File: src/rtl/core/nbv_pkg.sv
`default_nettype none
package nbv_pkg;

   localparam int BAND_COUNT = 16;
   localparam int BAND_W     = 4;
   localparam int LEVEL_W    = 8;
   localparam int FREQ_W     = 16;
   localparam int CSR_IDX_W  = 3;

   localparam logic [LEVEL_W-1:0] LEVEL_MAX = 8'd255;

   localparam logic [CSR_IDX_W-1:0] REG_DECAY_STEP  = 3'd0;
   localparam logic [CSR_IDX_W-1:0] REG_LEVEL_FLOOR = 3'd1;
   localparam logic [CSR_IDX_W-1:0] REG_NEAR_BOOST  = 3'd2;
   localparam logic [CSR_IDX_W-1:0] REG_NEAR_CAP    = 3'd3;
   localparam logic [CSR_IDX_W-1:0] REG_FAR_BOOST   = 3'd4;
   localparam logic [CSR_IDX_W-1:0] REG_FAR_CAP     = 3'd5;

   localparam logic [LEVEL_W-1:0] RST_DECAY_STEP  = 8'd50;
   localparam logic [LEVEL_W-1:0] RST_LEVEL_FLOOR = 8'd25;
   localparam logic [LEVEL_W-1:0] RST_NEAR_BOOST  = 8'd100;
   localparam logic [LEVEL_W-1:0] RST_NEAR_CAP    = 8'd200;
   localparam logic [LEVEL_W-1:0] RST_FAR_BOOST   = 8'd50;
   localparam logic [LEVEL_W-1:0] RST_FAR_CAP     = 8'd175;

   typedef struct packed {
      logic [LEVEL_W-1:0] decay_step;
      logic [LEVEL_W-1:0] level_floor;
      logic [LEVEL_W-1:0] near_boost;
      logic [LEVEL_W-1:0] near_cap;
      logic [LEVEL_W-1:0] far_boost;
      logic [LEVEL_W-1:0] far_cap;
   } cfg_type;

   typedef struct packed {
      logic              done;
      logic [BAND_W-1:0] band;
   } srch_res_type;

   // lower edges of the bands, entry 16 is the top bound
   function automatic logic [FREQ_W-1:0] band_bound(input logic [BAND_W:0] k);
      logic [FREQ_W-1:0] b;
      case (k)
         5'd0:    b = 16'd31;
         5'd1:    b = 16'd65;
         5'd2:    b = 16'd98;
         5'd3:    b = 16'd131;
         5'd4:    b = 16'd165;
         5'd5:    b = 16'd196;
         5'd6:    b = 16'd247;
         5'd7:    b = 16'd294;
         5'd8:    b = 16'd349;
         5'd9:    b = 16'd415;
         5'd10:   b = 16'd494;
         5'd11:   b = 16'd587;
         5'd12:   b = 16'd698;
         5'd13:   b = 16'd831;
         5'd14:   b = 16'd988;
         5'd15:   b = 16'd1319;
         5'd16:   b = 16'd4978;
         default: b = 16'd4978;
      endcase
      return b;
   endfunction

endpackage
`default_nettype wire

File: src/rtl/core/note_bar_visualizer.sv
// A rest note skips the band search and goes straight to the bar output;
// a nonzero note first runs a band search (one bound compare a cycle).
// The sixteen bars then leave one per cycle through the shared bar update unit while the
// output does not stall; a new note is taken only after the last bar of a frame is sent.
// Reset (synchronous, active high) clears all bars and loads the default register values.
`default_nettype none
module note_bar_visualizer import nbv_pkg::*; (
   input  logic                 clock,
   input  logic                 reset,
   input  logic                 req_valid,
   output logic                 req_stall,
   input  logic [FREQ_W-1:0]    req_note_freq,
   output logic                 rsp_valid,
   input  logic                 rsp_stall,
   output logic [BAND_W-1:0]    rsp_band_index,
   output logic [LEVEL_W-1:0]   rsp_band_level,
   output logic                 rsp_last_band,
   input  logic                 csr_valid,
   output logic                 csr_ready,
   input  logic [CSR_IDX_W-1:0] csr_index,
   input  logic [LEVEL_W-1:0]   csr_data
);

   localparam logic [1:0] ST_IDLE   = 2'd0;
   localparam logic [1:0] ST_SEARCH = 2'd1;
   localparam logic [1:0] ST_EMIT   = 2'd2;

   logic [1:0]         state_ff, state_in;
   logic [BAND_W-1:0]  cnt_ff, cnt_in;
   logic               active_ff, active_in;
   logic [BAND_W-1:0]  band_ff, band_in;
   cfg_type            cfg_ff, cfg_in;
   logic [LEVEL_W-1:0] bar_ff [BAND_COUNT];
   logic               rsp_valid_ff, rsp_valid_in;
   logic [BAND_W-1:0]  rsp_index_ff;
   logic [LEVEL_W-1:0] rsp_level_ff;
   logic               rsp_last_ff;

   logic               req_xfer;
   logic               srch_start;
   srch_res_type       srch_res;
   logic               take_slot;
   logic               bar_wr;
   logic [LEVEL_W-1:0] level_new;

   assign req_stall = (state_ff != ST_IDLE);
   assign req_xfer  = req_valid && !req_stall;
   assign srch_start = req_xfer && (req_note_freq != '0);
   assign take_slot = !rsp_valid_ff || !rsp_stall;
   assign bar_wr    = (state_ff == ST_EMIT) && take_slot;
   assign csr_ready = 1'b1;

   nbv_band_search u_search (
      .clock (clock),
      .reset (reset),
      .start (srch_start),
      .freq  (req_note_freq),
      .res   (srch_res)
   );

   nbv_bar_unit u_bar (
      .level_cur (bar_ff[cnt_ff]),
      .cfg       (cfg_ff),
      .active    (active_ff),
      .band      (band_ff),
      .index     (cnt_ff),
      .level_new (level_new)
   );

   always_comb begin
      state_in  = state_ff;
      cnt_in    = cnt_ff;
      active_in = active_ff;
      band_in   = band_ff;
      case (state_ff)
         ST_IDLE: begin
            if (req_xfer) begin
               active_in = srch_start;
               cnt_in    = '0;
               state_in  = srch_start ? ST_SEARCH : ST_EMIT;
            end
         end
         ST_SEARCH: begin
            if (srch_res.done) begin
               band_in  = srch_res.band;
               state_in = ST_EMIT;
            end
         end
         ST_EMIT: begin
            if (take_slot) begin
               cnt_in = cnt_ff + 4'd1;
               if (cnt_ff == BAND_W'(BAND_COUNT - 1)) begin
                  state_in = ST_IDLE;
               end
            end
         end
         default: begin
            state_in = ST_IDLE;
         end
      endcase
   end

   always_comb begin
      cfg_in = cfg_ff;
      if (csr_valid && csr_ready) begin
         case (csr_index)
            REG_DECAY_STEP:  cfg_in.decay_step  = csr_data;
            REG_LEVEL_FLOOR: cfg_in.level_floor = csr_data;
            REG_NEAR_BOOST:  cfg_in.near_boost  = csr_data;
            REG_NEAR_CAP:    cfg_in.near_cap    = csr_data;
            REG_FAR_BOOST:   cfg_in.far_boost   = csr_data;
            REG_FAR_CAP:     cfg_in.far_cap     = csr_data;
            default:         cfg_in = cfg_ff;
         endcase
      end
   end

   always_comb begin
      rsp_valid_in = rsp_valid_ff;
      if (bar_wr) begin
         rsp_valid_in = 1'b1;
      end else if (rsp_valid_ff && !rsp_stall) begin
         rsp_valid_in = 1'b0;
      end
   end

   always_ff @(posedge clock) begin
      if (reset) begin
         state_ff     <= ST_IDLE;
         cnt_ff       <= '0;
         active_ff    <= 1'b0;
         band_ff      <= '0;
         rsp_valid_ff <= 1'b0;
         cfg_ff.decay_step  <= RST_DECAY_STEP;
         cfg_ff.level_floor <= RST_LEVEL_FLOOR;
         cfg_ff.near_boost  <= RST_NEAR_BOOST;
         cfg_ff.near_cap    <= RST_NEAR_CAP;
         cfg_ff.far_boost   <= RST_FAR_BOOST;
         cfg_ff.far_cap     <= RST_FAR_CAP;
         for (int i = 0; i < BAND_COUNT; i++) begin
            bar_ff[i] <= '0;
         end
      end else begin
         state_ff     <= state_in;
         cnt_ff       <= cnt_in;
         active_ff    <= active_in;
         band_ff      <= band_in;
         rsp_valid_ff <= rsp_valid_in;
         cfg_ff       <= cfg_in;
         if (bar_wr) begin
            bar_ff[cnt_ff] <= level_new;
         end
      end
   end

   always_ff @(posedge clock) begin
      if (bar_wr) begin
         rsp_index_ff <= cnt_ff;
         rsp_level_ff <= level_new;
         rsp_last_ff  <= (cnt_ff == BAND_W'(BAND_COUNT - 1));
      end
   end

   assign rsp_valid      = rsp_valid_ff;
   assign rsp_band_index = rsp_index_ff;
   assign rsp_band_level = rsp_level_ff;
   assign rsp_last_band  = rsp_last_ff;

`ifndef ASSERT_OFF
   a_busy_after_xfer: assert property (@(posedge clock) disable iff (reset)
      req_xfer |=> req_stall)
      else $error("input taken while a frame is in flight");

   a_idle_cnt_zero: assert property (@(posedge clock) disable iff (reset)
      (state_ff == ST_IDLE) |-> (cnt_ff == '0))
      else $error("bar counter not rewound at frame end");

   a_search_done_state: assert property (@(posedge clock) disable iff (reset)
      srch_res.done |-> (state_ff == ST_SEARCH))
      else $error("band search finished outside search phase");
`endif

endmodule
`default_nettype wire

File: src/rtl/core/nbv_band_search.sv
`default_nettype none
module nbv_band_search import nbv_pkg::*; (
   input  logic              clock,
   input  logic              reset,
   input  logic              start,
   input  logic [FREQ_W-1:0] freq,
   output srch_res_type      res
);

   logic              busy_ff, busy_in;
   logic [BAND_W-1:0] idx_ff, idx_in;
   logic [FREQ_W-1:0] freq_ff, freq_in;
   logic              hit;
   logic              last_idx;

   assign hit = (freq_ff >= band_bound({1'b0, idx_ff})) &&
                (freq_ff <  band_bound({1'b0, idx_ff} + 5'd1));
   assign last_idx = (idx_ff == BAND_W'(BAND_COUNT - 1));

   assign res.done = busy_ff && (hit || last_idx);
   assign res.band = hit ? idx_ff : BAND_W'(BAND_COUNT - 1);

   always_comb begin
      busy_in = busy_ff;
      idx_in  = idx_ff;
      freq_in = freq_ff;
      if (start) begin
         busy_in = 1'b1;
         idx_in  = '0;
         freq_in = freq;
      end else if (busy_ff) begin
         if (hit || last_idx) begin
            busy_in = 1'b0;
         end else begin
            idx_in = idx_ff + 4'd1;
         end
      end
   end

   always_ff @(posedge clock) begin
      if (reset) begin
         busy_ff <= 1'b0;
         idx_ff  <= '0;
      end else begin
         busy_ff <= busy_in;
         idx_ff  <= idx_in;
      end
      freq_ff <= freq_in;
   end

endmodule
`default_nettype wire

File: src/rtl/core/nbv_bar_unit.sv
`default_nettype none
module nbv_bar_unit import nbv_pkg::*; (
   input  logic [LEVEL_W-1:0] level_cur,
   input  cfg_type            cfg,
   input  logic               active,
   input  logic [BAND_W-1:0]  band,
   input  logic [BAND_W-1:0]  index,
   output logic [LEVEL_W-1:0] level_new
);

   logic [LEVEL_W-1:0] diff_dec;
   logic [LEVEL_W-1:0] dec;
   logic [BAND_W:0]    band_gap;
   logic               is_near, is_far;
   logic [LEVEL_W-1:0] boost, cap;
   logic [LEVEL_W:0]   sum;
   logic [LEVEL_W-1:0] boosted;

   assign diff_dec = level_cur - cfg.decay_step;
   assign dec = ((level_cur < cfg.decay_step) || (diff_dec < cfg.level_floor))
                ? cfg.level_floor : diff_dec;

   assign band_gap = {1'b0, index} - {1'b0, band};
   assign is_near  = (band_gap == 5'd1) || (band_gap == 5'd31);
   assign is_far   = (band_gap == 5'd2) || (band_gap == 5'd30);

   assign boost   = is_near ? cfg.near_boost : cfg.far_boost;
   assign cap     = is_near ? cfg.near_cap : cfg.far_cap;
   assign sum     = {1'b0, dec} + {1'b0, boost};
   assign boosted = (sum > {1'b0, cap}) ? cap : sum[LEVEL_W-1:0];

   always_comb begin
      level_new = dec;
      if (active) begin
         if (index == band) begin
            level_new = LEVEL_MAX;
         end else if (is_near || is_far) begin
            level_new = boosted;
         end
      end
   end

endmodule
`default_nettype wire

File: config.mk
export PLATFORM = sky130hd
export DESIGN_NAME = note_bar_visualizer
export DESIGN_NICKNAME = d
export VERILOG_FILES = /design/src/rtl/core/nbv_pkg.sv /design/src/rtl/core/note_bar_visualizer.sv /design/src/rtl/core/nbv_band_search.sv /design/src/rtl/core/nbv_bar_unit.sv
export SDC_FILE = /design/constraint.sdc
export NUM_CORES = 1
export LEC_CHECK = 0
export BUFFER_PORTS_ARGS = -buffer_cell sky130_fd_sc_hd__buf_2
export CORE_MARGIN = 5
export CORE_UTILIZATION = 63
export DETAILED_ROUTE_END_ITERATION = 16
export PLACE_DENSITY = 0.88
export SYNTH_ARGS = -nofsm -noshare
export SYNTH_HDL_FRONTEND = slang
export SYNTH_HIERARCHICAL = 1
export SYNTH_SLANG_ARGS = --single-unit
export TNS_END_PERCENT = 5
File: constraint.sdc
create_clock -name clock -period 10.4 [get_ports clock]
set_input_delay 1.04 -clock clock [delete_from_list [all_inputs] [get_ports clock]]
set_output_delay 1.04 -clock clock [all_outputs]
set_load 0.01 [all_outputs]
# Word-level counts from Yosys, hierarchy flattened
# Memories as Yosys holds them, arrays and structs flattened. A register that Yosys moved wholly into a read port is not among the register bits.
# Index checks and enable logic that the tools add are counted.
# op_classes
add_sub_neg,6
magnitude_cmp,5
n_eq_ne,18
n_mux,34
bitwise_logic,1
n_reduce_logical,34
# ops
cell,n
8-bit two-way mux,8
4-bit two-way mux,8
2-bit AND reduction,9
16-bit >= comparator,1
16-bit < comparator,1
8-bit < comparator,2
16-bit nonzero test,1
1-bit two-way mux,11
5-bit equality test (second input constant),2
2-bit two-way mux,5
8-bit by 8-bit adder with 9-bit output,1
9-bit by 8-bit > comparator with 1-bit output,1
4-bit by 1-bit adder with 4-bit output (second input constant),2
4-bit equality test (second input constant),2
4-bit one-hot mux with 2 select lines,1
8-bit OR reduction,1
8-bit subtractor,1
3-bit by 2-bit equality test with 1-bit output (second input constant),2
3-bit equality test (second input constant),2
1-bit logical AND,6
1-bit logical OR,6
2-bit != test (second input constant),3
2-bit one-hot mux with 3 select lines,1
2-bit nonzero test,3
16 further kinds,18
# totals
ff_bits,94
ram_bits,128
romBits,560
in_bits,32
output_inout_bits,16
word_cells,118
n_memories,3
# memory_table
name,words,word_bits,rd,rd_ports_with_merged_regs,wr,line_no,rtl
(name not given),32,12,1,0,0,nbv_pkg.sv:43,case (k)
(name not given),16,11,1,1,0,nbv_pkg.sv:43,
bar_ff,16,8,1,1,16,note_bar_visualizer.sv:33,logic [LEVEL_W-1:0] bar_ff [BAND_COUNT];

# Logic depth before layout (Yosys ltp)
# Gate-level depths: netlist (run 1).
# logic_depth
depth_word,11
ltp_mapped,38

# Cells and area by module
# The synthesis (run 1) kept the hierarchy.
# modules_own_cells
module,n_inst,cells_each,area_each_um2,seq_area_each_um2
note_bar_visualizer,1,677,8867.3,5515.3
nbv_band_search,1,236,2317.2,800.8
nbv_bar_unit,1,257,1905.6,0.0

# Worst setup path before layout (run 1)
# No wires, ideal clock.
# synth_timing
path_kind,register -> register
start,reg (tool-made name)
end,mem bar_ff[0][0] (data pin)
setup_time_ns,0.131
arrival_ns,7.319
required_ns,10.269
setup_slack_ns,2.950
stages_incl_launch_ff,37
cell_sequence,dfxtp_1 > buf_2 > buf_4 > mux4_2 > a22oi_1 > nand2_1 > ha_1 > nor2b_1 > o21ai_0 > a21boi_0 > o21ai_0 > a21boi_0 > o21ai_0 > nor3b_1 > nor2_1 > ha_1 > o2111ai_1 > o21ai_1 > and2_1 > buf_2 > mux2_2 > ha_1 > a21oi_1 > o21ai_2 > nor3_1 > xnor2_1 > ha_1 > nand4_1 > o22a_1 > nor2_1 > a21oi_1 > a21oi_1 > or2_1 > buf_6 > a311oi_1 > clkbuf_1 > and2_1
# synth_lines
element,line_no
"end, declared",note_bar_visualizer.sv:33

==> results of run 1 <==
==> area by class of cell <==
class / instances / area (sq um)
Fill cell: 1348 / 5980
Sequential cell: 237 / 6320
Multi-Input combinational cell: 832 / 6370
Timing Repair Buffer: 56 / 305
Tap cell: 270 / 338
Clock inverter: 11 / 154
Inverter: 60 / 230
Clock buffer: 33 / 669
==> cells by family (layout without fill, tap and decap cells) <==
kind of cell | after synthesis | count (layout)
xor gates and xnor gates | 17 | 17
other | 1 | 1
AOI/OAI and AO/OA | 174 | 174
adders and majority gates | 81 | 81
buffers and inverters | 101 | 160
muxes | 76 | 76
DFF | 237 | 237
and+or+nand+nor | 483 | 483
==> power groups by stage <==
| stage | combinational, mW | clock [mW] | sequential [mW] |
|---|---|---|---|
| 2_1_floorplan | 0.265 | 0 | 1.07 |
| 3_3_place_gp | 0.355 | 0 | 1.08 |
| 3_5_place_dp | 0.362 | 0 | 1.08 |
| 4_1_cts | 0.368 | 0.913 | 1.06 |
| 5_1_grt | 0.408 | 0.955 | 1.07 |
| 6_report | 0.372 | 0.907 | 1.06 |
==> state kept, by name, summed over array words and instances (netlist names), 2 cells and up, named ones only <==
signal,flops
cfg_ff,48
rsp_band_index,4
u_search/idx_ff,4
bar_ff,128
rsp_band_level,8
band_ff,4
state_ff,2
u_search/freq_ff,16
cnt_ff,4
==> critical path: cells and delay by family, from the launching register on <==
family,cells,cell delay (ns)
compound gates,17,4.69
buf+inv,2,0.49
mux,1,0.54
flops,1,0.73
simple gates,9,1.65
fa+ha+maj,4,1.15
==> routing by layer <==
metal	global-route usage (%)	share of wire [%]	up-vias
met1	35.2	40	4454
met5	0	0.13	-
li1	-	-	4299
met2	43.6	49	422
met4	8.20	3.2	6
met3	4.83	8.3	77
==> path summary, 6_finish.rpt <==
path,startpoint,slack (ns),end
worst min-delay path,cfg_ff[16],0.46,cfg_ff[16]
worst max register to register,flop,1.00,bar_ff[12][7]
worst min register to register,cfg_ff[16],0.46,cfg_ff[16]
worst max-delay path,flop,1.00,bar_ff[12][7]
==> cells in the final DEF, fill, tap and decap left out, types with 8 or more instances in the layout <==
cell,n
mux2i_1,30
dfxtp_1,79
nand3_1,16
nor3_1,17
a22oi_1,18
o21a_1,10
nand4_1,9
o211ai_1,8
o21ai_0,17
clkbuf_16,25
nand2b_1,10
nor2b_1,12
nor4_1,10
edfxtp_1,157
or2_1,12
xnor2_1,11
a21oi_1,54
nand2_1,139
nor2_2,9
buf_4,10
nand3b_1,19
or2_2,8
mux2_2,11
buf_2,46
inv_1,57
and2_1,135
nor2_1,51
mux4_2,32
ha_1,79
==> per-stage QoR <==
stage               area (sq um)  setup slack [ns]  utilization [%]
finish                     14400              1.00             70.6
global route               14400             0.270             70.6
CTS                        14400             0.989             70.6
detailed placement         13600              1.10             66.6
global placement           13600              1.52             66.6
floorplan                  13100              2.95                -
==> flow_metrics.py, run 1 <==
metrics = {
    "run_status": {
        "status": "complete, no violations",
    },
    "synth": {
        "synth_async_sr_flop_share_pct": 0,
        "synth_top_area_share_pct": 36.0,
        "yosys.area_share.simple_pct": 20.9,
        "netlist_top_cells_area": "edfxtp_1 (36%), dfxtp_1 (12%), ha_1 (7.6%)",
        "synth.most_common_cell": "edfxtp_1",
        "synth_top_family_by_area": "simple AND/OR/NAND/NOR gates",
        "ys_warn_count": 6,
        "synthFlopType": "edfxtp_1",
        "yosysSeqAreaShare_pct": 48.3,
        "postSynthCellCount": 1170,
        "ys_types": 83,
        "synthAdderAreaFrac_pct": 7.86,
        "synth-xor-area-share_pct": 1.25,
        "synth_edf_count": 157,
        "synthTopCellsByCount": "edfxtp_1 (157), nand2_1 (139), and2_1 (135)",
        "synth_nets": 1283,
        "synth_top_cell_by_area": "edfxtp_1",
        "synth-compound-area-share_pct": 9.28,
        "syn_area_per_cell_sq_um": 11.2,
        "synthMuxAreaShare_pct": 9.09,
        "ys_ff_latch": 237,
        "synth_area_sq_um": 13100,
    },
    "sta": {
        "max-slew-margin-rel_pct": 20.5,
        "finalHoldViolations": 0,
        "period_needed_ns": 9.40,
        "fin_skew_ns": 0.0228,
        "drv_slew": 0,
        "timing.final.crit_share_pct": 90.4,
        "tightestPinTransition_ns": 1.19,
        "holdWs_ns": 0.455,
        "rsz0062_at_grt": "no",
        "clock.fmax_ghz": 0.106,
        "setup_viol": 0,
        "finalSetupTns_ns": 0,
    },
    "routing": {
        "viasPerCell": 6.18,
        "initialDrtViolationCount": 901,
        "wl_per_cell_um": 20.6,
        "routed_wl_um": 30800,
        "dr.pass1.iters": 5,
        "final_antenna_net_count": 0,
        "drc": 0,
        "vias": 9258,
    },
    "critical_path": {
        "crit_arrival_ns": 9.78,
        "slowest_stage": "o311ai_2",
        "r2r_cells": 33,
        "cp_max_fo": 17,
        "slowest_delay_ns": 1.00,
        "crit_path_start_kind": "flop",
        "crit_type": "flop to flop",
        "crit_required_ns": 10.79,
        "endpoint_kind": "flop",
    },
    "pwr": {
        "p_int_mw": 1.73,
        "p_sw_uw": 613,
        "finalPower_mw": 2.34,
        "leakage_nw": 5.61,
        "p_clk_share_pct": 38.7,
        "pwr-share-comb_pct": 15.9,
        "pwr-share-seq_pct": 45.4,
        "swShare_pct": 26.2,
        "powerDensity_nw_per_um2": 163,
        "vdd_drop_max_mv": 0.127,
    },
    "place": {
        "dp.cells": 1455,
        "portBuffers": 46,
        "dp_hpwl_um": 21200,
        "gp_congestion": 0.898,
    },
    "final_layout": {
        "nets": 1325,
        "layoutNonFillerInstCount": 1499,
        "drive_above_1_share_pct": 16.2,
        "area_growth_pct": 9.88,
        "diodes": 0,
    },
    "floorplanning": {
        "start_util_pct": 64.3,
        "die_x_um": 154,
        "core-area_sq_um": 20400,
        "fp.dieH_um": 154,
        "die_area_sq_um": 23800,
        "rows": 52,
        "io-pin-count": 48,
    },
    "cts": {
        "holdBufCountCts": 0,
        "clockBufferDepth": 3,
        "cts_buffers": 25,
        "htree_levels": 1,
        "clk_latency_ns": 0.54,
        "clock-sinks": 237,
        "cts_root_buf": "clkbuf_16",
        "ctsResizeCount": 0,
        "cts_setup_buffers": 0,
        "cts_tree": "done",
        "cts.clk_slew.worst_paths_ns": 0.07,
    },
    "global_routing": {
        "grt_usage_pct": 26.2,
        "grt_max_degree": 86,
        "antenna_found_initial": 3,
        "grt.overflow.total": 0,
        "grt_pass1_wl_um": 49900,
        "grt_pass1_vias": 9320,
    },
    "flow_run": {
        "cap_violations": 0,
    },
    "worst_hold_path": {
        "hold_depth": 2,
        "hold_path_class": "flop to flop",
    },
}
Note: power is estimated with default switching activity, not from simulation.
==> run 2, diff against run 1 <==
--- a/config.mk
+++ b/config.mk
@@ -11,3 +11,3 @@
 export DETAILED_ROUTE_END_ITERATION = 16
-export PLACE_DENSITY = 0.88
+export PLACE_DENSITY = 0.81
 export SYNTH_ARGS = -nofsm -noshare
@@ -16,2 +16 @@
 export SYNTH_SLANG_ARGS = --single-unit
-export TNS_END_PERCENT = 5
--- a/constraint.sdc
+++ b/constraint.sdc
@@ -3,2 +3,2 @@
 set_output_delay 1.04 -clock clock [all_outputs]
-set_load 0.01 [all_outputs]
+set_load 0.005 [all_outputs]
==> run 2 against run 1 <==
Net effect:
- first-iteration DRC count down 43%
- largest cell class unchanged
- maximum frequency up 0.97%
- critical endpoint is now bar_ff[5][0]
- via count down 4.4%
==> flow_metrics.py, run 2 (synthesized netlist as in run 1, its figures left out) <==
metrics = {
    "run_status": {
        "status": "complete, no violations",
    },
    "routing": {
        "dr.pass1.iters": 5,
        "final_antenna_net_count": 0,
        "wl_per_cell_um": 19.3,
        "initialDrtViolationCount": 513,
        "routed_wl_um": 28900,
        "viasPerCell": 5.91,
        "drc": 0,
        "vias": 8853,
    },
    "sta": {
        "clock.fmax_ghz": 0.107,
        "fin_skew_ns": 0.0168,
        "max-slew-margin-rel_pct": 17.8,
        "tightestPinTransition_ns": 1.23,
        "rsz0062_at_grt": "no",
        "setup_viol": 0,
        "finalSetupTns_ns": 0,
        "timing.final.crit_share_pct": 89.5,
        "drv_slew": 0,
        "period_needed_ns": 9.31,
        "finalHoldViolations": 0,
    },
    "floorplanning": {
        "io-pin-count": 48,
        "core-area_sq_um": 20400,
        "fp.dieH_um": 154,
        "die_x_um": 154,
        "rows": 52,
        "die_area_sq_um": 23800,
        "start_util_pct": 64.3,
    },
    "critical_path": {
        "crit_required_ns": 10.80,
        "cp_max_fo": 27,
        "r2r_setup_slack_ns": 1.09,
        "crit_path_start_kind": "flop",
        "endpoint_kind": "flop",
        "crit_arrival_ns": 9.71,
        "slowest_delay_ns": 1.07,
        "slowest_stage": "a311oi_2",
        "crit_type": "flop to flop",
    },
    "flow_run": {
        "cap_violations": 0,
    },
    "cts": {
        "clockBufferDepth": 3,
        "holdBufCountCts": 0,
        "cts_buffers": 25,
        "cts_root_buf": "clkbuf_16",
        "cts_tree": "done",
        "ctsResizeCount": 0,
        "cts.clk_slew.worst_paths_ns": 0.07,
        "clock-sinks": 237,
        "cts_setup_buffers": 0,
        "htree_levels": 1,
        "clk_latency_ns": 0.54,
    },
    "pwr": {
        "vdd_drop_max_mv": 0.115,
        "pwr-share-comb_pct": 15.9,
        "p_clk_share_pct": 37.9,
        "p_int_mw": 1.68,
        "leakage_nw": 5.58,
        "powerDensity_nw_per_um2": 161,
        "p_sw_uw": 618,
        "pwr-share-seq_pct": 46.2,
        "swShare_pct": 26.8,
        "finalPower_mw": 2.30,
    },
    "global_routing": {
        "grt.overflow.total": 0,
        "grt_usage_pct": 24.3,
        "grt.met2_usage_pct": 41.2,
        "grt_pass1_wl_um": 46500,
        "gr-usage-met1_pct": 33.3,
        "grt_max_degree": 86,
        "grt_pass1_vias": 8698,
        "grt_use_met3_pct": 2.59,
        "antenna_found_initial": 0,
        "grt-busiest-layer": "met2",
    },
    "final_layout": {
        "layout_commonest_cell": "edfxtp_1",
        "largest_reg_flops": 128,
        "mostFrequentLayoutCells": "edfxtp_1 (157), nand2_1 (139), and2_1 (135)",
        "n_fill_cell": 1456,
        "top_regs": "bar_ff x128, cfg_ff x48, u_search/freq_ff x16",
        "seq_area_sq_um": 6320,
        "drive_above_1_share_pct": 15.9,
        "top_register": "bar_ff",
        "diodes": 0,
        "multi_input_area_sq_um": 6370,
        "nets": 1322,
        "area_growth_pct": 9.54,
    },
    "place": {
        "dp_hpwl_um": 20600,
        "portBuffers": 46,
        "gp_congestion": 0.932,
    },
    "worst_hold_path": {
        "hold_path_class": "flop to flop",
    },
}
## run 2: power groups by stage
| stage | Clock, mW | Sequential [mW] | Combinational [mW] |
|---|---|---|---|
| finish | 0.872 | 1.06 | 0.365 |
| global route | 0.928 | 1.07 | 0.399 |
| CTS | 0.883 | 1.06 | 0.360 |
| detailed placement | 0 | 1.08 | 0.358 |
| global placement | 0 | 1.08 | 0.349 |
| floorplan | 0 | 1.07 | 0.265 |
## run 2: final timing paths
path	from	end	cells past startpoint
setup / recovery	flop	bar_ff[5][0]	32
hold / removal	cfg_ff[14]	cfg_ff[14]	2
setup reg to reg	flop	bar_ff[5][0]	32
hold reg to reg	cfg_ff[14]	cfg_ff[14]	2
## run 2: metal layers
| layer | routed length (um) | vias up | part of all wire [%] |
|---|---|---|---|
| met5 | 0 | - | 0 |
| met4 | 796 | 0 | 2.8 |
| met3 | 1470 | 46 | 5.1 |
| met2 | 14300 | 236 | 49 |
| met1 | 12300 | 4281 | 43 |
| li1 | - | 4290 | - |
## run 2: critical path: cells and delay by family (launching register included)
kind                     cells  cell delay, ns
AO/OA/AOI/OAI               17            4.73
AND/OR/NAND/NOR              9            1.66
adder cells (fa/ha/maj)      4            1.14
flip-flops                   1            0.96
multiplexers                 1            0.61
buffers and inverters        1            0.06
## run 2: final cells by class
class                   count  area share [%]
multi-input cells         832            44.4
clock buffers              39            5.08
clock inverters             7           0.506
well taps                 270            2.36
inverters                  60            1.61
flip-flops and latches    237            44.1
repair buffers             53            1.97
## run 2: metrics by stage
step	utilization (%)	worst slack, ns	cells	area [sq um]	hold WS (ns)
2_1_floorplan	-	2.95	1170	13100	0.429
3_3_place_gp	66.5	1.49	1452	13500	0.439
3_5_place_dp	66.5	1.16	1452	13500	0.446
4_1_cts	70.4	1.13	1498	14300	0.455
5_1_grt	70.4	0.354	1498	14300	0.474
6_report	70.4	1.09	1498	14300	0.453
==> run 3, diff against run 2 <==
- RECOVER_POWER: unset -> 50
==> run 3 against run 2 <==
Net effect:
- the flow now finishes with violations (capacitance limit, slew limit)
- non-clock buffer count stayed put
- critical path type unchanged
- largest cell class is now flip-flops and latches
- final cell count stayed put
- critical endpoint unchanged
- global-route usage stayed put
- sequential cell count stayed put
- maximum frequency is 0.64% lower
- via count hardly changed
- first-iteration DRC count is 1.8% higher
==> flow_metrics.py, run 3 (synthesized netlist as in run 1, its figures left out) <==
metrics = {
    "run_status": {
        "status": "finished with violations",
        "violations": "capacitance limit, slew limit",
    },
    "final_layout": {
        "top_register": "bar_ff",
        "fin_area_sq_um": 14200,
        "top_regs": "bar_ff x128, cfg_ff x48, u_search/freq_ff x16",
        "layout_commonest_cell": "edfxtp_1",
        "layoutNonFillerInstCount": 1498,
        "largest_reg_flops": 128,
        "mostFrequentLayoutCells": "edfxtp_1 (157), nand2_1 (139), and2_1 (135)",
        "area_growth_pct": 8.55,
        "diodes": 0,
        "drive_above_1_share_pct": 12.6,
        "nets": 1322,
        "n_fill_cell": 1491,
    },
    "place": {
        "gp_congestion": 0.932,
        "portBuffers": 46,
        "dp_hpwl_um": 20600,
        "post_dp_cell_area_sq_um": 13500,
        "dp.cells": 1452,
    },
    "critical_path": {
        "slowest_stage": "a311oi_2",
        "r2r_setup_slack_ns": 1.03,
        "crit_arrival_ns": 9.77,
        "crit_required_ns": 10.80,
        "cp_max_fo": 27,
        "slowest_delay_ns": 1.12,
        "timing.rr.end": "bar_ff[5][0]",
        "crit_path_start_kind": "flop",
        "r2r_cells": 31,
        "crit_type": "flop to flop",
        "endpoint_kind": "flop",
    },
    "sta": {
        "holdWs_ns": 0.454,
        "finalHoldViolations": 0,
        "rsz0062_at_grt": "no",
        "clock.fmax_ghz": 0.107,
        "tightestPinTransition_ns": 3.49,
        "finalSetupTns_ns": 0,
        "period_needed_ns": 9.37,
        "setup_viol": 0,
        "timing.final.crit_share_pct": 90.1,
        "max-slew-margin-rel_pct": -132,
        "drv_slew": 86,
        "fin_skew_ns": 0.0164,
    },
    "cts": {
        "cts_setup_buffers": 0,
        "cts.clk_slew.worst_paths_ns": 0.07,
        "ctsResizeCount": 0,
        "cts_buffers": 25,
        "clk_latency_ns": 0.54,
        "cts_root_buf": "clkbuf_16",
        "clockBufferDepth": 3,
        "cts_tree": "done",
        "htree_levels": 1,
        "holdBufCountCts": 0,
        "clock-sinks": 237,
    },
    "floorplanning": {
        "die_area_sq_um": 23800,
        "rows": 52,
        "core-area_sq_um": 20400,
        "fp.dieH_um": 154,
        "start_util_pct": 64.3,
        "die_x_um": 154,
        "io-pin-count": 48,
    },
    "worst_hold_path": {
        "hold_path_class": "flop to flop",
        "hp-start": "cfg_ff[14]",
        "hold_end": "cfg_ff[14]",
        "hold_depth": 2,
    },
    "routing": {
        "routed_wl_um": 28900,
        "initialDrtViolationCount": 522,
        "drc": 0,
        "wl_per_cell_um": 19.3,
        "final_antenna_net_count": 0,
        "viasPerCell": 5.91,
        "dr.pass1.iters": 5,
        "vias": 8860,
    },
    "global_routing": {
        "grt_usage_pct": 24.3,
        "grt_max_degree": 86,
        "grt_pass1_wl_um": 46500,
        "antenna_found_initial": 0,
        "grt_pass1_vias": 8698,
        "grt.overflow.total": 0,
    },
    "pwr": {
        "powerDensity_nw_per_um2": 162,
        "vdd_drop_max_mv": 0.115,
        "leakage_nw": 5.38,
    },
    "flow_run": {
        "cap_violations": 1,
    },
}
[run 3: report_power, final]
group          switching, mW  leakage (nW)  internal [mW]
registers             0.0219          2.24           1.04
clock network          0.364         0.393          0.507
logic                  0.229          2.74          0.133
total                  0.615          5.38           1.68
[run 3: worst max path at each step]
stage | from | endpoint | depth (start not counted)
2_1_floorplan | flop | bar_ff[0][0] | 36
3_3_place_gp | flop | bar_ff[7][0] | 32
3_5_place_dp | flop | bar_ff[13][0] | 32
4_1_cts | flop | bar_ff[5][0] | 32
5_1_grt | flop | bar_ff[5][0] | 32
6_report | flop | bar_ff[5][0] | 31
[run 3: stage by stage]
stage | power [mW] | util (%) | setup WS, ns
floorplan | 1.34 | - | 2.95
global placement | 1.43 | 66.5 | 1.49
detailed placement | 1.44 | 66.5 | 1.16
CTS | 2.31 | 70.4 | 1.13
global route | 2.39 | 69.8 | 0.354
finish | 2.30 | 69.8 | 1.03
[run 3: cell type report]
cell class                 count  area [sq um]  share of cell area, %
tap                          270           338                   2.38
clock inverter                 7          72.6                  0.511
timing repair buffer          53           255                   1.80
sequential                   237          6320                   44.5
clock buffer                  39           728                   5.13
multi-input combinational    832          6270                   44.1
inverter                      60           230                   1.62
[run 3: worst max-delay path: cells and delay by family, from the launching register on]
kind,cells,cell delay (ns)
AND/OR/NAND/NOR,7,1.25
AO/OA/AOI/OAI,18,5.09
adder cells (fa/ha/maj),4,1.21
multiplexers,1,0.64
flip-flops,1,0.97
buffers and inverters,1,0.06
[run 3: routing by layer]
metal / up-vias / track usage [%] / wire, um
li1: 4295 / - / -
met5: - / 0 / 0
met3: 49 / 2.59 / 1250
met4: 0 / 7.15 / 822
met1: 4291 / 33.3 / 12600
met2: 225 / 41.2 / 14200
